File: config.mk
export PLATFORM = sky130hd
export DESIGN_NAME = pkfd_cell
export DESIGN_NICKNAME = d
export VERILOG_FILES = /design/src/pkfd_pkg.sv /design/src/pkfd_cell.sv
export SDC_FILE = /design/constraint.sdc
export NUM_CORES = 1
export LEC_CHECK = 0
export BUFFER_PORTS_ARGS = -buffer_cell sky130_fd_sc_hd__clkbuf_2
export CORE_AREA = 2 2 159 161
export CTS_CLUSTER_DIAMETER = 80
export DETAILED_ROUTE_END_ITERATION = 12
export DIE_AREA = 0 0 161 163
export PLACE_DENSITY_LB_ADDON = 0.1
export SLEW_MARGIN = 20
export SYNTH_ARGS = -nofsm -noshare
export SYNTH_HDL_FRONTEND = slang
export SYNTH_SLANG_ARGS = --single-unit
File: constraint.sdc
create_clock -name i_clk -period 20.6 [get_ports i_clk]
set_input_delay 2.06 -clock i_clk [delete_from_list [all_inputs] [get_ports i_clk]]
set_output_delay 2.06 -clock i_clk [all_outputs]
set_load 0.01 [all_outputs]
File: src/pkfd_pkg.sv
`timescale 1ns / 1ps

package pkfd_pkg;

    // Table geometry and payload widths
    localparam int TABLE_ENTRIES = 64;
    localparam int PRICE_BITS    = 48;
    localparam int KEY_BITS      = 64;
    localparam int TICK_BITS     = 32;
    localparam int LIMIT_BITS    = 8;
    localparam int IDX_W         = (TABLE_ENTRIES > 1) ? $clog2(TABLE_ENTRIES) : 1;
    localparam int CNT_W         = $clog2(TABLE_ENTRIES + 1);
    localparam int PROD_W        = PRICE_BITS + LIMIT_BITS;

    localparam logic [LIMIT_BITS-1:0] LIMIT_RESET = 8'd128;

    // Verdict codes
    localparam logic [2:0] V_UPDATED  = 3'd0;
    localparam logic [2:0] V_NEW      = 3'd1;
    localparam logic [2:0] V_FULL     = 3'd2;
    localparam logic [2:0] V_NONPOS   = 3'd3;
    localparam logic [2:0] V_DEVIATES = 3'd4;

    typedef struct packed {
        logic [KEY_BITS-1:0]          symbol_key;
        logic signed [PRICE_BITS-1:0] price;
    } t_in;

    typedef struct packed {
        logic                 accepted;
        logic [2:0]           verdict;
        logic [TICK_BITS-1:0] valid_ticks;
    } t_out;

    // Search token that walks down the cell chain
    typedef struct packed {
        logic                  valid;
        logic                  found;
        logic [IDX_W-1:0]      hit_idx;
        logic [PRICE_BITS-1:0] last;
        logic [TICK_BITS-1:0]  ticks;
    } t_tok;

    // Entry write broadcast to all cells
    typedef struct packed {
        logic                  en;
        logic [IDX_W-1:0]      idx;
        logic [KEY_BITS-1:0]   key;
        logic [PRICE_BITS-1:0] price;
        logic [TICK_BITS-1:0]  ticks;
    } t_wr;

endpackage

File: src/pkfd_cell.sv
`timescale 1ns / 1ps

module pkfd_cell (
    input  logic                        i_clk,
    input  logic                        i_rst_n,
    input  logic [pkfd_pkg::IDX_W-1:0]  i_cell_idx,
    input  logic [pkfd_pkg::CNT_W-1:0]  i_used,
    input  logic [pkfd_pkg::KEY_BITS-1:0] i_key,
    input  pkfd_pkg::t_tok              i_tok,
    input  pkfd_pkg::t_wr               i_wr,
    output pkfd_pkg::t_tok              o_tok
);

    logic [pkfd_pkg::KEY_BITS-1:0]   r_key;
    logic [pkfd_pkg::PRICE_BITS-1:0] r_price;
    logic [pkfd_pkg::TICK_BITS-1:0]  r_ticks;
    pkfd_pkg::t_tok                  r_tok;
    pkfd_pkg::t_tok                  n_tok;
    logic                            w_occupied;
    logic                            w_match;

    // Entry is live when it lies below the fill count
    assign w_occupied = {1'b0, i_cell_idx} < i_used;
    assign w_match    = i_tok.valid && !i_tok.found && w_occupied && (r_key == i_key);

    // Pick up this entry on a hit, otherwise pass the token on
    always_comb begin
        n_tok = i_tok;
        if (w_match) begin
            n_tok.found   = 1'b1;
            n_tok.hit_idx = i_cell_idx;
            n_tok.last    = r_price;
            n_tok.ticks   = r_ticks;
        end
    end

    always_ff @(posedge i_clk) begin
        if (!i_rst_n) begin
            r_tok.valid <= 1'b0;
        end else begin
            r_tok.valid <= n_tok.valid;
        end
        r_tok.found   <= n_tok.found;
        r_tok.hit_idx <= n_tok.hit_idx;
        r_tok.last    <= n_tok.last;
        r_tok.ticks   <= n_tok.ticks;
    end

    // Store the entry when the write is addressed here
    always_ff @(posedge i_clk) begin
        if (i_wr.en && (i_wr.idx == i_cell_idx)) begin
            r_key   <= i_wr.key;
            r_price <= i_wr.price;
            r_ticks <= i_wr.ticks;
        end
    end

    assign o_tok = r_tok;

endmodule

# ---- After elaboration in Yosys (flattened, before gate mapping)
# Index checks and enable logic that the tools add are counted.
dict set report word_totals {
  reg_bits 232
  latchBits 0
  mem_bits_rw 0
  rom_bits 0
  out_inout_bits 88
  wordCells 17
  n_memories 0
}
dict set report classes {
  add_sub_neg 0
  mul 0
  div 0
  order_cmp 1
  eq_ne 2
  shifts 0
  mux 1
  n_bitwise 0
  n_reduce_logical 5
}
# operator n
set ops {}
lappend ops {{$mux W86} 1}
lappend ops {{$eq A64 B64 Y1} 1}
lappend ops {{$lt A6 B7 Y1} 1}
lappend ops {{$eq A6 B6 Y1} 1}
lappend ops {{$logic_and A1 B1 Y1} 4}
lappend ops {{$logic_not A1 Y1} 1}

# ---- Logic depth before layout (Yosys ltp)
dict set report logic_depth {
  depth_word 5
  depth_mapped 10
}

# ---- Worst setup path before layout
# Ideal clock, no wire load.
dict set report synth_path {
  path_kind {input to register}
  startpoint {input i_cell_idx[1] (netlist name)}
  endpoint {register r_key[0] (netlist name), enable pin}
  setup_time_ns 1.000
  arrival_time_ns 15.929
  setup_slack_ns 3.672
  path_stages 2
  n_path_buf 0
  cell_sequence {xor2_1 -> nor4_1}
}
dict set report synth_between {
  elab_chain_len 2
}
# item line_no
set synth_lines {}
lappend synth_lines {{start, declared} pkfd_cell.sv:6} ;# input logic [pkfd_pkg::IDX_W-1:0] i_cell_idx,
lappend synth_lines {{$eq A6 B6 Y1} pkfd_cell.sv:51} ;# if (i_wr.en && (i_wr.idx == i_cell_idx)) begin
lappend synth_lines {{$logic_and A1 B1 Y1} pkfd_cell.sv:51}
lappend synth_lines {{end signal, assigned} pkfd_cell.sv:52} ;# r_key <= i_wr.key;
lappend synth_lines {{end, declared} pkfd_cell.sv:14} ;# logic [pkfd_pkg::KEY_BITS-1:0] r_key;
# Every way passes these cells.
# A chain may end at the register's enable or synchronous reset.

==> insert_results.sql <==
INSERT INTO impl_metrics (metric_group, metric, value, unit) VALUES
('power', 'power_density_over_the_cells', '92.7', 'nW/um^2'),
('critical_path', 'path_buf_inv', '2', ''),
('sta', 'unrepaired_setup_endpoints_after_global_routing', 'no', ''),
('critical_path', 'critPathMaxFanout', '45', ''),
('routing', 'vias_per_cell', '4.28', ''),
('global_routing', 'globalRouteMet3Util', '6.09', '%'),
('placement', 'worst_setup_timing_slack_at_the_placement_stage', '15.72', 'ns'),
('final_layout', 'drive_gt1_share', '57.1', '%'),
('clocking', 'clockRootBuffer', 'sky130_fd_sc_hd__clkbuf_16', ''),
('synth', 'library_cells_used_by_synthesis', '29', ''),
('routing', 'firstDrtPassIters', '4', ''),
('sta', 'timing_worst_slew_pin_value', '0.858', 'ns'),
('critical_path', 'type_of_the_setup_path_with_the_least_slack', 'in2reg', ''),
('synth', 'synth_adder_area_share', '0.776', '%'),
('synth', 'muxShareOfSynthArea', '12.0', '%'),
('synth', 'synth.top_cells.by_count', '144 x sky130_fd_sc_hd__edfxtp_1, 88 x sky130_fd_sc_hd__dfxtp_1, 57 x sky130_fd_sc_hd__mux2_2', ''),
('clocking', 'cts-buffers-inserted', '27', ''),
('global_routing', 'grt_usage', '15.5', '%'),
('final_layout', 'area_growth_syn_to_layout', '41.5', '%'),
('sta', 'achievable-frequency', '244', 'MHz'),
('synth', 'synthesis.nets', '772', ''),
('die', 'die_area', '26200', 'sq um'),
('routing', 'drcViolationCount', '0', ''),
('synth', 'post_synth_inst_count', '449', ''),
('sta', 'fin_skew', '0.0135', 'ns'),
('global_routing', 'global_route.overflow_total', '0', ''),
('die', 'io-pin-count', '406', ''),
('global_routing', 'use_met1', '15.7', '%'),
('power', 'p_sw', '0.212', 'mW'),
('sta', 'min_period', '4.10', 'ns'),
('synth', 'yosysSeqAreaShare', '75.5', '%'),
('sta', 'setup-tns-final', '0', 'ns'),
('placement', 'post-dp-hpwl', '16100', 'microns'),
('clocking', 'tritoncts_clock_tree', 'yes', ''),
('synth', 'synth_seq_cells', '232', ''),
('synth', 'yosysWarningCount', '0', ''),
('power', 'clock_power_share', '45.6', '%'),
('routing', 'drt-wirelength-per-cell', '17.2', 'microns'),
('synth', 'area_contributors_post_synth', 'sky130_fd_sc_hd__edfxtp_1 54%, sky130_fd_sc_hd__dfxtp_1 22%, sky130_fd_sc_hd__mux2_2 8.0%', ''),
('sta', 'report.final.setup_viol', '0', ''),
('critical_path', 'kind_of_cell_adding_the_most_delay_to_the_critical_path', 'simple AND/OR/NAND/NOR gates', ''),
('critical_path', 'timing.critical_path.to_type', 'register', ''),
('power', 'power_frac_seq', '48.2', '%'),
('clocking', 'cts_num_sinks', '232', ''),
('die', 'core_region_area', '24700', 'sq um'),
('global_routing', 'grt_first_pass_wirelength', '30800', 'microns'),
('sta', 'post-route-period-util', '19.9', '%'),
('clocking', 'post_cts_hold_buffer_count', '0', ''),
('clocking', 'ctsLongestPathBuffers', '3', ''),
('synth', 'synth_top_cell_by_area', 'sky130_fd_sc_hd__edfxtp_1', ''),
('sta', 'hold_viol', '0', ''),
('die', 'num_rows', '58', ''),
('global_routing', 'number_of_antenna_violations_at_the_first_check_in_global_routing', '0', ''),
('routing', 'totalWireLength', '21100', 'microns'),
('power', 'sw_frac_of_total', '20.1', '%'),
('synth', 'synth-edff-count', '144', ''),
('clocking', 'clk_transition_reported_paths', '0.06', 'ns'),
('critical_path', 'worstPathRequired', '21.01', 'ns'),
('final_layout', 'n_antenna_cell', '0', ''),
('global_routing', 'maximum_number_of_pins_on_one_net_before_global_route_repair', '85', ''),
('routing', 'vias', '5255', ''),
('synth', 'synthFlopType', 'sky130_fd_sc_hd__edfxtp_1', ''),
('die', 'initial_core_utilization', '32.7', '%'),
('power', 'power_report.internal_total', '0.845', 'mW'),
('critical_path', 'critical-path-slowest-cell', 'sky130_fd_sc_hd__buf_4', ''),
('final_layout', 'finish.cell_count_without_fillers', '1229', ''),
('global_routing', 'global_route.peak_usage_layer', 'met2', ''),
('clocking', 'htree_num_levels', '1', ''),
('outcome', 'status', 'completed', ''),
('synth', 'synth-xor-area-share', '7.17', '%'),
('synth', 'synth_top_family_by_area', 'multiplexers', '');
==> area by class of cell <==
class	instances	area (sq um)	area share (%)
Clock buffer	37	774	6.79
Clock inverter	13	146	1.28
Inverter	10	37.5	0.329
Multi-Input combinational cell	198	1880	16.5
Sequential cell	232	6090	53.4
Tap cell	330	413	3.62
Timing Repair Buffer	409	2060	18.1
==> power groups by stage <==
| stage | Clock (mW) | Sequential (mW) | Combinational [mW] |
|---|---|---|---|
| finish | 0.482 | 0.509 | 0.0658 |
| global route | 0.517 | 0.510 | 0.0726 |
| CTS | 0.498 | 0.509 | 0.0672 |
| detailed placement | 0 | 0.519 | 0.0668 |
| global placement | 0 | 0.519 | 0.0655 |
| floorplan | 0 | 0.525 | 0.0168 |
==> cells in the final DEF (no fill, tap or decap), types with 2 or more instances in the layout <==
cell type	n
sky130_fd_sc_hd__mux2_2	57
sky130_fd_sc_hd__buf_4	3
sky130_fd_sc_hd__dfxtp_1	88
sky130_fd_sc_hd__nand2_1	3
sky130_fd_sc_hd__o22ai_1	2
sky130_fd_sc_hd__inv_1	10
sky130_fd_sc_hd__ha_1	5
sky130_fd_sc_hd__nor4_1	6
sky130_fd_sc_hd__clkbuf_8	4
sky130_fd_sc_hd__mux2_1	29
sky130_fd_sc_hd__edfxtp_1	144
sky130_fd_sc_hd__clkbuf_1	5
sky130_fd_sc_hd__xnor2_1	48
sky130_fd_sc_hd__clkbuf_16	28
sky130_fd_sc_hd__xor2_1	18
sky130_fd_sc_hd__nand4_1	12
sky130_fd_sc_hd__bufinv_16	3
sky130_fd_sc_hd__nand2b_1	2
sky130_fd_sc_hd__clkbuf_2	405
sky130_fd_sc_hd__nor3_1	2
sky130_fd_sc_hd__a21oi_1	2
sky130_fd_sc_hd__clkinv_2	7
==> per-layer routing <==
metal / part of all wire [%] / vias up
li1: - / 2514
met1: 35 / 2439
met2: 52 / 267
met3: 11 / 35
met4: 2.5 / 0
met5: 0 / -
==> worst paths after layout <==
kind,from,endpoint,slack [ns],cells after the start
worst max register to register,r_key[37],o_tok[5],17.77,7
worst min register to register,r_price[33],o_tok[65],0.45,1
worst min-delay path,r_price[33],o_tok[65],0.45,1
worst max-delay path,i_cell_idx[4],o_tok[5],16.50,9
==> cell families (layout without fill, tap and decap cells) <==
family	count (synthesis)	after routing
buffers and inverters	19	469
AOI/OAI and AO/OA	9	9
muxes	86	86
xor gates and xnor gates	66	66
adders and majority gates	5	5
and+or+nand+nor	32	32
DFF	232	232
==> per-stage QoR <==
step | total power, mW | area, sq um
3_3_place_gp | 0.584 | 10500
5_1_grt | 1.10 | 11400
2_1_floorplan | 0.541 | 8060
6_report | 1.06 | 11400
4_1_cts | 1.07 | 11400
3_5_place_dp | 0.586 | 10500
==> state kept, by name, indices dropped and copies added, names as in the netlist <==
name / count
r_key: 64
o_tok: 88
r_price: 48
r_ticks: 32
Power figures use the tool's default switching activity.
